===== src/sv/gvc_pkg.sv =====
// shared types and constants of the grid visit count table
// no dependencies; every file that uses this package refers to it by scoped names

package gvc_pkg;

	// stream payload widths
	localparam int unsigned IN_TDATA_W  = 16;
	localparam int unsigned IN_TUSER_W  = 2;
	localparam int unsigned OUT_TDATA_W = 40;
	localparam int unsigned OUT_TUSER_W = 5;

	// configuration channel
	localparam int unsigned CFG_IDX_W  = 3;
	localparam int unsigned CFG_DATA_W = 8;

	// field widths
	localparam int unsigned AGENT_W = 4;
	localparam int unsigned POS_W   = 6;
	localparam int unsigned CNT_W   = 8;
	localparam int unsigned EPOCH_W = 8;
	localparam int unsigned ENTRY_W = EPOCH_W + CNT_W;

	localparam logic [CNT_W-1:0] COUNT_MAX = 8'd255;

	typedef enum logic [1:0] {
		MODE_CLEAR = 2'd0,
		MODE_PLACE = 2'd1,
		MODE_VISIT = 2'd2,
		MODE_PEEK  = 2'd3
	} mode_t;

	typedef enum logic [CFG_IDX_W-1:0] {
		CFG_AGENT_COUNT = 3'd0,
		CFG_GRID_WIDTH  = 3'd1,
		CFG_GRID_HEIGHT = 3'd2,
		CFG_VIEW_HEIGHT = 3'd3,
		CFG_VIEW_WIDTH  = 3'd4
	} cfg_idx_t;

	typedef enum logic [2:0] {
		ST_SWEEP,
		ST_IDLE,
		ST_RD_C,
		ST_RD_N,
		ST_RD_S,
		ST_RD_E,
		ST_RD_W,
		ST_FIN
	} state_t;

	// which cell a memory read is aimed at
	typedef enum logic [2:0] {
		PH_NONE,
		PH_C,
		PH_N,
		PH_S,
		PH_E,
		PH_W
	} phase_t;

	typedef struct packed {
		logic   accept;
		logic   sweep;
		logic   load;
		phase_t phase;
	} cmd_t;

	typedef struct packed {
		logic sweep_last;
		logic sweep_pend;
		logic out_busy;
	} stat_t;

endpackage


===== src/sv/gvc_ctrl.sv =====
// sequencer of the grid visit count table: clearing sweep, five reads, result load
// depends on gvc_pkg

module gvc_ctrl (
	input  logic          clk,
	input  logic          arst_n,
	input  logic          s_tvalid,
	input  gvc_pkg::stat_t stat,
	output logic          s_tready,
	output gvc_pkg::cmd_t cmd
);

	gvc_pkg::state_t state_q, state_d;

	always_ff @(posedge clk or negedge arst_n) begin
		if (!arst_n) begin
			state_q <= gvc_pkg::ST_SWEEP;
		end else begin
			state_q <= state_d;
		end
	end

	always_comb begin
		state_d = state_q;
		case (state_q)
			gvc_pkg::ST_SWEEP: begin
				if (stat.sweep_last) state_d = gvc_pkg::ST_IDLE;
			end
			gvc_pkg::ST_IDLE: begin
				if (s_tvalid) state_d = gvc_pkg::ST_RD_C;
			end
			gvc_pkg::ST_RD_C: state_d = gvc_pkg::ST_RD_N;
			gvc_pkg::ST_RD_N: state_d = gvc_pkg::ST_RD_S;
			gvc_pkg::ST_RD_S: state_d = gvc_pkg::ST_RD_E;
			gvc_pkg::ST_RD_E: state_d = gvc_pkg::ST_RD_W;
			gvc_pkg::ST_RD_W: state_d = gvc_pkg::ST_FIN;
			gvc_pkg::ST_FIN: begin
				if (!stat.out_busy) begin
					state_d = stat.sweep_pend ? gvc_pkg::ST_SWEEP : gvc_pkg::ST_IDLE;
				end
			end
			default: state_d = gvc_pkg::ST_SWEEP;
		endcase
	end

	always_comb begin
		s_tready   = 1'b0;
		cmd.accept = 1'b0;
		cmd.sweep  = 1'b0;
		cmd.load   = 1'b0;
		cmd.phase  = gvc_pkg::PH_NONE;
		case (state_q)
			gvc_pkg::ST_SWEEP: cmd.sweep = 1'b1;
			gvc_pkg::ST_IDLE: begin
				s_tready   = 1'b1;
				cmd.accept = s_tvalid;
			end
			gvc_pkg::ST_RD_C: cmd.phase = gvc_pkg::PH_C;
			gvc_pkg::ST_RD_N: cmd.phase = gvc_pkg::PH_N;
			gvc_pkg::ST_RD_S: cmd.phase = gvc_pkg::PH_S;
			gvc_pkg::ST_RD_E: cmd.phase = gvc_pkg::PH_E;
			gvc_pkg::ST_RD_W: cmd.phase = gvc_pkg::PH_W;
			gvc_pkg::ST_FIN:  cmd.load  = !stat.out_busy;
			default: cmd.sweep = 1'b0;
		endcase
	end

endmodule


===== config.mk =====
export PLATFORM = sky130hd
export DESIGN_NAME = gvc_ctrl
export DESIGN_NICKNAME = d
export VERILOG_FILES = /design/src/sv/gvc_pkg.sv /design/src/sv/gvc_ctrl.sv
export SDC_FILE = /design/constraint.sdc
export NUM_CORES = 1
export LEC_CHECK = 0
export BUFFER_PORTS_ARGS = -buffer_cell sky130_fd_sc_hd__buf_4
export CAP_MARGIN = 20
export CORE_AREA = 2 2 39 41
export CTS_CLUSTER_DIAMETER = 30
export DETAILED_ROUTE_END_ITERATION = 8
export DIE_AREA = 0 0 41 43
export GPL_TIMING_DRIVEN = 0
export PLACE_DENSITY = 0.38
export SLEW_MARGIN = 20
export SYNTH_ARGS = -nofsm -noshare
export SYNTH_HDL_FRONTEND = slang
export SYNTH_SLANG_ARGS = --single-unit

===== constraint.sdc =====
create_clock -name clk -period 1.1 [get_ports clk]
set_input_delay 0.11 -clock clk [delete_from_list [all_inputs] [get_ports clk]]
set_output_delay 0.11 -clock clk [all_outputs]
set_load 0.02 [all_outputs]

==> flow_results.xml, run 1 <==
<?xml version="1.0" encoding="UTF-8"?>
<metrics>
  <group name="outcome">
    <metric name="violations_in_the_final_reports" unit="">setup timing</metric>
    <metric name="status" unit="">complete, but fails checks</metric>
  </group>
  <group name="worst_setup_path">
    <metric name="cpLargestDelayFamily" unit="">flip-flops</metric>
    <metric name="timing.critical_path.cells" unit="">buf_6 &gt; xor2_1 &gt; and2_1 &gt; buf_6</metric>
    <metric name="critPathArrivalTime" unit="ps">1160</metric>
    <metric name="crit_path_frequent_cell" unit="">sky130_fd_sc_hd__buf_6</metric>
    <metric name="critPathKind" unit="">reg2out</metric>
    <metric name="critical_path_peak_fanout" unit="">6</metric>
    <metric name="critPathLaunchType" unit="">register</metric>
    <metric name="worst_path_max_delay_cell" unit="">sky130_fd_sc_hd__dfrtp_1</metric>
    <metric name="slowest_delay" unit="ps">360</metric>
    <metric name="setup.worst_path.end_class" unit="">output pin</metric>
    <metric name="worst-path-buf-inv" unit="">2</metric>
    <metric name="cp.required" unit="ps">990</metric>
  </group>
  <group name="die">
    <metric name="floorplan.die.height" unit="µm">43</metric>
    <metric name="fp.dieArea" unit="µm²">1760</metric>
    <metric name="design.core.area" unit="µm²">1380</metric>
    <metric name="floorplan.rows" unit="">14</metric>
    <metric name="top_level_ports" unit="">13</metric>
    <metric name="dieWidth" unit="µm">41</metric>
    <metric name="initial_core_util" unit="%">17.4</metric>
  </group>
  <group name="synthesis">
    <metric name="synth_top_area_cell" unit="">sky130_fd_sc_hd__dfrtp_1</metric>
    <metric name="synthesis.nets" unit="">34</metric>
    <metric name="yosys_warnings" unit="">0</metric>
    <metric name="synth.lib_cells_used.distinct" unit="">17</metric>
    <metric name="yosysSeqAreaShare" unit="%">31.3</metric>
    <metric name="synth.avg_cell_area" unit="µm²">8.58</metric>
    <metric name="netlist_instances" unit="">28</metric>
    <metric name="synth_top_area_share" unit="%">31.3</metric>
    <metric name="synth.area.top_cells" unit="">sky130_fd_sc_hd__dfrtp_1 (31%), sky130_fd_sc_hd__nor2_1 (7.8%), sky130_fd_sc_hd__buf_4 (6.3%)</metric>
    <metric name="syn_std_cell_area" unit="µm²">240</metric>
    <metric name="ff_latch_count_synth" unit="">3</metric>
  </group>
  <group name="global_route">
    <metric name="antenna_found_initial" unit="">0</metric>
    <metric name="wire_length_of_the_first_global_routing_pass" unit="µm">1080</metric>
    <metric name="overflow" unit="">0</metric>
    <metric name="total_grt_usage" unit="%">9.16</metric>
    <metric name="grt_start_max_net_pins" unit="">8</metric>
    <metric name="vias_in_the_first_global_route" unit="">268</metric>
  </group>
  <group name="sta">
    <metric name="setup-violations-final" unit="">7</metric>
    <metric name="timing.final.ws_setup" unit="ps">-174</metric>
    <metric name="slew_headroom" unit="%">87.9</metric>
    <metric name="hold_viol" unit="">0</metric>
    <metric name="period_minus_slack" unit="ps">1270</metric>
    <metric name="setup_repair_after_global_routing_missed_its_margin" unit="">yes</metric>
    <metric name="post-route-period-util" unit="%">116</metric>
    <metric name="hold_slack" unit="ps">127</metric>
    <metric name="fin_tns_setup" unit="ps">-1030</metric>
    <metric name="clock-skew-final" unit="ps">2.23</metric>
    <metric name="report.final.slew_viol_count" unit="">0</metric>
    <metric name="timing.fmax" unit="MHz">785</metric>
    <metric name="worstMarginPinSlew" unit="ps">180</metric>
  </group>
  <group name="cts">
    <metric name="insertion_delay" unit="ps">240</metric>
    <metric name="tritoncts_clock_tree" unit="">done</metric>
    <metric name="htree_levels" unit="">1</metric>
    <metric name="cts_max_path_buffers" unit="">2</metric>
    <metric name="clk_pin_slew" unit="ps">40</metric>
    <metric name="cts_num_sinks" unit="">3</metric>
    <metric name="clock_tree.root_cell" unit="">sky130_fd_sc_hd__clkbuf_4</metric>
    <metric name="total_clock_buffers_created_by_cts" unit="">3</metric>
  </group>
  <group name="final_layout">
    <metric name="share_of_cells_above_drive_strength_1" unit="%">66.0</metric>
    <metric name="max_flop_register" unit="">state_q</metric>
    <metric name="top_regs" unit="">state_q (3)</metric>
    <metric name="layout.cells.most_common" unit="">sky130_fd_sc_hd__buf_4</metric>
    <metric name="area_growth" unit="%">113</metric>
    <metric name="layout.cells.most_common_list" unit="">sky130_fd_sc_hd__buf_4 (15), sky130_fd_sc_hd__buf_6 (8), sky130_fd_sc_hd__nor2_1 (3), sky130_fd_sc_hd__clkbuf_4 (3), sky130_fd_sc_hd__dfrtp_1 (3)</metric>
    <metric name="antennaDiodeCount" unit="">0</metric>
    <metric name="layout.nets" unit="">60</metric>
    <metric name="layout.cells.non_filler" unit="">69</metric>
    <metric name="largest_reg_flops" unit="">3</metric>
  </group>
  <group name="drt">
    <metric name="routed_wl" unit="µm">624</metric>
    <metric name="drt_first_pass_iters" unit="">2</metric>
    <metric name="drcViolationCount" unit="">0</metric>
    <metric name="initialDrtViolationCount" unit="">6</metric>
    <metric name="average_routed_wire_per_standard_cell" unit="µm">9.04</metric>
    <metric name="postRouteAntennaNets" unit="">0</metric>
    <metric name="drt-vias-per-instance" unit="">4.13</metric>
    <metric name="via_count" unit="">285</metric>
  </group>
  <group name="power">
    <metric name="cellPowerDensity" unit="nW/µm²">3170</metric>
    <metric name="cellLeakagePower" unit="nW">0.228</metric>
    <metric name="total_power" unit="W">0.00162</metric>
    <metric name="worst_ir_drop_on_vdd" unit="V">0.000948</metric>
  </group>
  <group name="placed_design">
    <metric name="routabilityCongestion" unit="">0.720</metric>
    <metric name="placement.setup.worst_slack" unit="ps">-29.9</metric>
    <metric name="hpwlAfterDp" unit="µm">431</metric>
    <metric name="placed_cells_incl_taps" unit="">56</metric>
    <metric name="port_buffers" unit="">12</metric>
  </group>
  <group name="flow_run">
    <metric name="maxCapViolCount" unit="">0</metric>
  </group>
  <group name="min_path">
    <metric name="hold_class" unit="">in2reg</metric>
  </group>
</metrics>
[metal layers]
metal  track usage [%]  share of wire, %  up-vias  routed length, µm
met5                 0                 0        -                  0
met4              6.00               3.0        0                 19
met3              1.57               5.6        2                 35
met2              11.6                46       12                286
met1              13.6                45      126                282
li1                  -                 -      145                  -
[worst paths after layout]
check,from,to,slack (ps),cells past startpoint
max in group asynchronous,arst_n,state_q[1]$_DFFE_PN0P_,810,2
max,state_q[1]$_DFFE_PN0P_,cmd[2],-170,4
min,stat[2],state_q[0]$_DFFE_PN0P_,130,3
min reg2reg,state_q[0]$_DFFE_PN0P_,state_q[0]$_DFFE_PN0P_,690,3
min in group asynchronous,arst_n,state_q[2]$_DFFE_PN0P_,200,2
max reg2reg,state_q[1]$_DFFE_PN0P_,state_q[0]$_DFFE_PN0P_,10,5
[metrics by stage]
step	utilization [%]	cell area [µm²]
after floorplan	-	251
after global placement	26.1	362
after detailed placement	26.1	362
after CTS	34.4	475
after global routing	37.0	512
final	37.0	512
[synth_stat cells, drive strengths merged]
cell type / number
and3: 1
nand2b: 1
dfrtp: 3
buf: 3
o21ai: 2
nand2: 2
a31oi: 1
a211oi: 1
nor3: 2
a21oi: 2
nor2: 5
and2: 2
xor2: 1
nor4b: 1
nor3b: 1
[cell type report]
class | count | area (µm²)
Timing Repair Buffer | 21 | 179
Fill cell | 158 | 872
Sequential cell | 3 | 75.1
Tap cell | 16 | 20.0
Buffer | 3 | 33.8
Clock buffer | 4 | 26.3
Multi-Input combinational cell | 22 | 178
[cell families after synthesis]
logic type | share of synthesized area, %
xor gates and xnor gates | 3.65
AOI/OAI and AO/OA | 16.1
DFF | 31.2
buffers and inverters | 10.9
and+or+nand+nor | 38.0
[worst reg2reg max path, delay by kind of cell (launching register included)]
| kind | cells | cell delay (ps) |
|---|---|---|
| AO/OA/AOI/OAI | 2 | 130 |
| buffers and inverters | 2 | 290 |
| flip-flops | 1 | 360 |
| AND/OR/NAND/NOR | 1 | 230 |
[what timing repair did]
action | 4_1_cts | 5_1_grt
gates resized for setup | 12 | 3
setup endpoints to repair | 7 | 8
buffers inserted | 5 | 3
pin swaps | 5 | 3
endpoints found under the hold margin | 3 | 0
hold buffers | 1 | 0
[power breakdown]
group | total [W] | internal [W] | switching (W) | leakage (nW)
logic | 0.00123 | 0.000653 | 0.000579 | 0.180
clock network | 0.000196 | 0.000136 | 0.0000599 | 0.0150
registers | 0.000196 | 0.000166 | 0.0000303 | 0.0328
No activity file was read; power rests on OpenSTA's default activity.
==> inputs of run 2 (changes only) <==
--- a/config.mk
+++ b/config.mk
@@ -13,6 +13,7 @@
 export DIE_AREA = 0 0 41 43
 export GPL_TIMING_DRIVEN = 0
 export PLACE_DENSITY = 0.38
+export RECOVER_POWER = 100
 export SLEW_MARGIN = 20
 export SYNTH_ARGS = -nofsm -noshare
 export SYNTH_HDL_FRONTEND = slang
==> run 2 against run 1 <==
Against the previous run: the run still ends with setup timing left; fmax is essentially flat; routed wire length shrank 0.48%; highest routed layer unchanged; cell area shrank 0.73%; critical endpoint unchanged; utilization shrank 0.27 points; worst setup slack is essentially flat; hold slack is the same; non-clock buffer count is the same; final cell count is the same.
==> flow_results.xml, run 2 (same netlist as run 1, synthesis figures left out) <==
<?xml version="1.0" encoding="UTF-8"?>
<metrics>
  <group name="final_layout">
    <metric name="fillCellCount" unit="">158</metric>
    <metric name="layout.cells.most_common_list" unit="">sky130_fd_sc_hd__buf_4 (14), sky130_fd_sc_hd__buf_6 (8), sky130_fd_sc_hd__nor2_1 (3), sky130_fd_sc_hd__clkbuf_4 (3), sky130_fd_sc_hd__dfrtp_1 (3)</metric>
    <metric name="top_regs" unit="">state_q (3)</metric>
    <metric name="layout.nets" unit="">60</metric>
    <metric name="area_growth" unit="%">111</metric>
    <metric name="max_flop_register" unit="">state_q</metric>
    <metric name="antennaDiodeCount" unit="">0</metric>
    <metric name="share_of_cells_above_drive_strength_1" unit="%">64.2</metric>
    <metric name="largest_reg_flops" unit="">3</metric>
    <metric name="layout.cells.most_common" unit="">sky130_fd_sc_hd__buf_4</metric>
  </group>
  <group name="sta">
    <metric name="fin_tns_setup" unit="ps">-1030</metric>
    <metric name="report.final.slew_viol_count" unit="">0</metric>
    <metric name="hold_viol" unit="">0</metric>
    <metric name="worstMarginPinSlew" unit="ps">180</metric>
    <metric name="setup_repair_after_global_routing_missed_its_margin" unit="">yes</metric>
    <metric name="hold_slack" unit="ps">127</metric>
    <metric name="period_minus_slack" unit="ps">1270</metric>
    <metric name="post-route-period-util" unit="%">116</metric>
    <metric name="timing.final.ws_setup" unit="ps">-174</metric>
    <metric name="clock-skew-final" unit="ps">2.23</metric>
    <metric name="timing.fmax" unit="MHz">785</metric>
    <metric name="slew_headroom" unit="%">87.9</metric>
    <metric name="setup-violations-final" unit="">7</metric>
  </group>
  <group name="power">
    <metric name="cellPowerDensity" unit="nW/µm²">3190</metric>
    <metric name="total_power" unit="W">0.00162</metric>
    <metric name="cellLeakagePower" unit="nW">0.224</metric>
    <metric name="power.switching" unit="W">0.000669</metric>
    <metric name="clock_power_share" unit="%">12.1</metric>
    <metric name="sequentialPowerShare" unit="%">12.1</metric>
    <metric name="netSwitchingFraction" unit="%">41.3</metric>
    <metric name="combPwrFrac" unit="%">75.8</metric>
    <metric name="p_int" unit="W">0.000953</metric>
    <metric name="worst_ir_drop_on_vdd" unit="V">0.000948</metric>
  </group>
  <group name="placed_design">
    <metric name="hpwlAfterDp" unit="µm">431</metric>
    <metric name="placement.setup.worst_slack" unit="ps">-29.9</metric>
    <metric name="port_buffers" unit="">12</metric>
    <metric name="routabilityCongestion" unit="">0.720</metric>
  </group>
  <group name="cts">
    <metric name="tritoncts_clock_tree" unit="">done</metric>
    <metric name="clk_pin_slew" unit="ps">40</metric>
    <metric name="clock_tree.root_cell" unit="">sky130_fd_sc_hd__clkbuf_4</metric>
    <metric name="htree_levels" unit="">1</metric>
    <metric name="cts_num_sinks" unit="">3</metric>
    <metric name="total_clock_buffers_created_by_cts" unit="">3</metric>
    <metric name="insertion_delay" unit="ps">240</metric>
    <metric name="cts_max_path_buffers" unit="">2</metric>
  </group>
  <group name="worst_setup_path">
    <metric name="crit_path_frequent_cell" unit="">sky130_fd_sc_hd__buf_6</metric>
    <metric name="critPathKind" unit="">reg2out</metric>
    <metric name="cp.required" unit="ps">990</metric>
    <metric name="setup.worst_path.end_class" unit="">output pin</metric>
    <metric name="critical_path_peak_fanout" unit="">6</metric>
    <metric name="slowest_delay" unit="ps">360</metric>
    <metric name="worst_path_max_delay_cell" unit="">sky130_fd_sc_hd__dfrtp_1</metric>
    <metric name="timing.critical_path.cells" unit="">buf_6 &gt; xor2_1 &gt; and2_1 &gt; buf_6</metric>
    <metric name="critPathLaunchType" unit="">register</metric>
    <metric name="critPathArrivalTime" unit="ps">1160</metric>
  </group>
  <group name="die">
    <metric name="floorplan.rows" unit="">14</metric>
    <metric name="initial_core_util" unit="%">17.4</metric>
    <metric name="top_level_ports" unit="">13</metric>
    <metric name="dieWidth" unit="µm">41</metric>
    <metric name="design.core.area" unit="µm²">1380</metric>
    <metric name="floorplan.die.height" unit="µm">43</metric>
    <metric name="fp.dieArea" unit="µm²">1760</metric>
  </group>
  <group name="drt">
    <metric name="routed_wl" unit="µm">621</metric>
    <metric name="initialDrtViolationCount" unit="">6</metric>
    <metric name="postRouteAntennaNets" unit="">0</metric>
    <metric name="average_routed_wire_per_standard_cell" unit="µm">9.00</metric>
    <metric name="drt-vias-per-instance" unit="">4.13</metric>
    <metric name="via_count" unit="">285</metric>
    <metric name="drt_first_pass_iters" unit="">2</metric>
    <metric name="drcViolationCount" unit="">0</metric>
  </group>
  <group name="flow_run">
    <metric name="maxCapViolCount" unit="">0</metric>
  </group>
  <group name="global_route">
    <metric name="vias_in_the_first_global_route" unit="">268</metric>
    <metric name="grt_util_met1" unit="%">13.6</metric>
    <metric name="overflow" unit="">0</metric>
    <metric name="total_grt_usage" unit="%">9.16</metric>
    <metric name="wire_length_of_the_first_global_routing_pass" unit="µm">1080</metric>
    <metric name="grt-busiest-layer" unit="">met1</metric>
    <metric name="grt_start_max_net_pins" unit="">8</metric>
    <metric name="met3_usage" unit="%">1.57</metric>
    <metric name="grt.met2_usage" unit="%">11.6</metric>
    <metric name="antenna_found_initial" unit="">0</metric>
  </group>
  <group name="outcome">
    <metric name="status" unit="">complete, but fails checks</metric>
    <metric name="violations_in_the_final_reports" unit="">setup timing</metric>
  </group>
  <group name="min_path">
    <metric name="hold_class" unit="">in2reg</metric>
  </group>
</metrics>
-- run 2: worst paths after layout --
check | from | to | slack [ps] | cells past startpoint
max in group asynchronous | arst_n | state_q[1]$_DFFE_PN0P_ | 750 | 2
hold reg to reg | state_q[0]$_DFFE_PN0P_ | state_q[0]$_DFFE_PN0P_ | 690 | 3
setup reg to reg | state_q[1]$_DFFE_PN0P_ | state_q[0]$_DFFE_PN0P_ | 10 | 5
setup / recovery | state_q[1]$_DFFE_PN0P_ | cmd[2] | -170 | 4
hold / removal | stat[2] | state_q[0]$_DFFE_PN0P_ | 130 | 3
min in group asynchronous | arst_n | state_q[2]$_DFFE_PN0P_ | 200 | 2
-- run 2: what timing repair did --
| action | in CTS | in global routing |
|---|---|---|
| hold buffers | 1 | 0 |
| endpoints found under the setup margin | 7 | 8 |
| pin swaps | 5 | 3 |
| resized for setup | 12 | 3 |
| endpoints found under the hold margin | 3 | 0 |
| buffers inserted | 5 | 3 |
-- run 2: metal layers --
layer / part of all wire (%) / wire length, µm / up-vias
met5: 0 / 0 / -
met4: 3.1 / 19 / 0
met3: 5.6 / 35 / 2
met2: 46 / 285 / 12
met1: 45 / 280 / 126
li1: - / - / 145
-- run 2: area by class of cell --
type / count / area [µm²] / share of cell area (%)
buffer: 3 / 33.8 / 6.65
clock buffer: 4 / 26.3 / 5.17
multi-input combinational: 22 / 178 / 35.0
sequential: 3 / 75.1 / 14.8
tap: 16 / 20.0 / 3.94
timing repair buffer: 21 / 175 / 34.5
-- run 2: power by group through the flow --
stage | logic, W | registers, W | clock network, W
2_1_floorplan | 0.000596 | 0.000192 | 0
3_3_place_gp | 0.000840 | 0.000200 | 0
3_5_place_dp | 0.000847 | 0.000198 | 0
4_1_cts | 0.00110 | 0.000197 | 0.000203
5_1_grt | 0.00134 | 0.000204 | 0.000211
6_report | 0.00123 | 0.000196 | 0.000196
-- run 2: critical path, delay by kind of cell (launching register included) --
kind | cells | cell delay [ps]
simple gates | 1 | 140
flops | 1 | 360
xor+xnor | 1 | 150
buf+inv | 2 | 270
-- run 2: metrics by stage --
stage	util [%]	cell area, µm²	instances
after floorplan	-	251	28
after global placement	26.1	362	56
after detailed placement	26.1	362	56
after CTS	34.4	475	66
after global routing	36.7	508	69
final	36.7	508	69
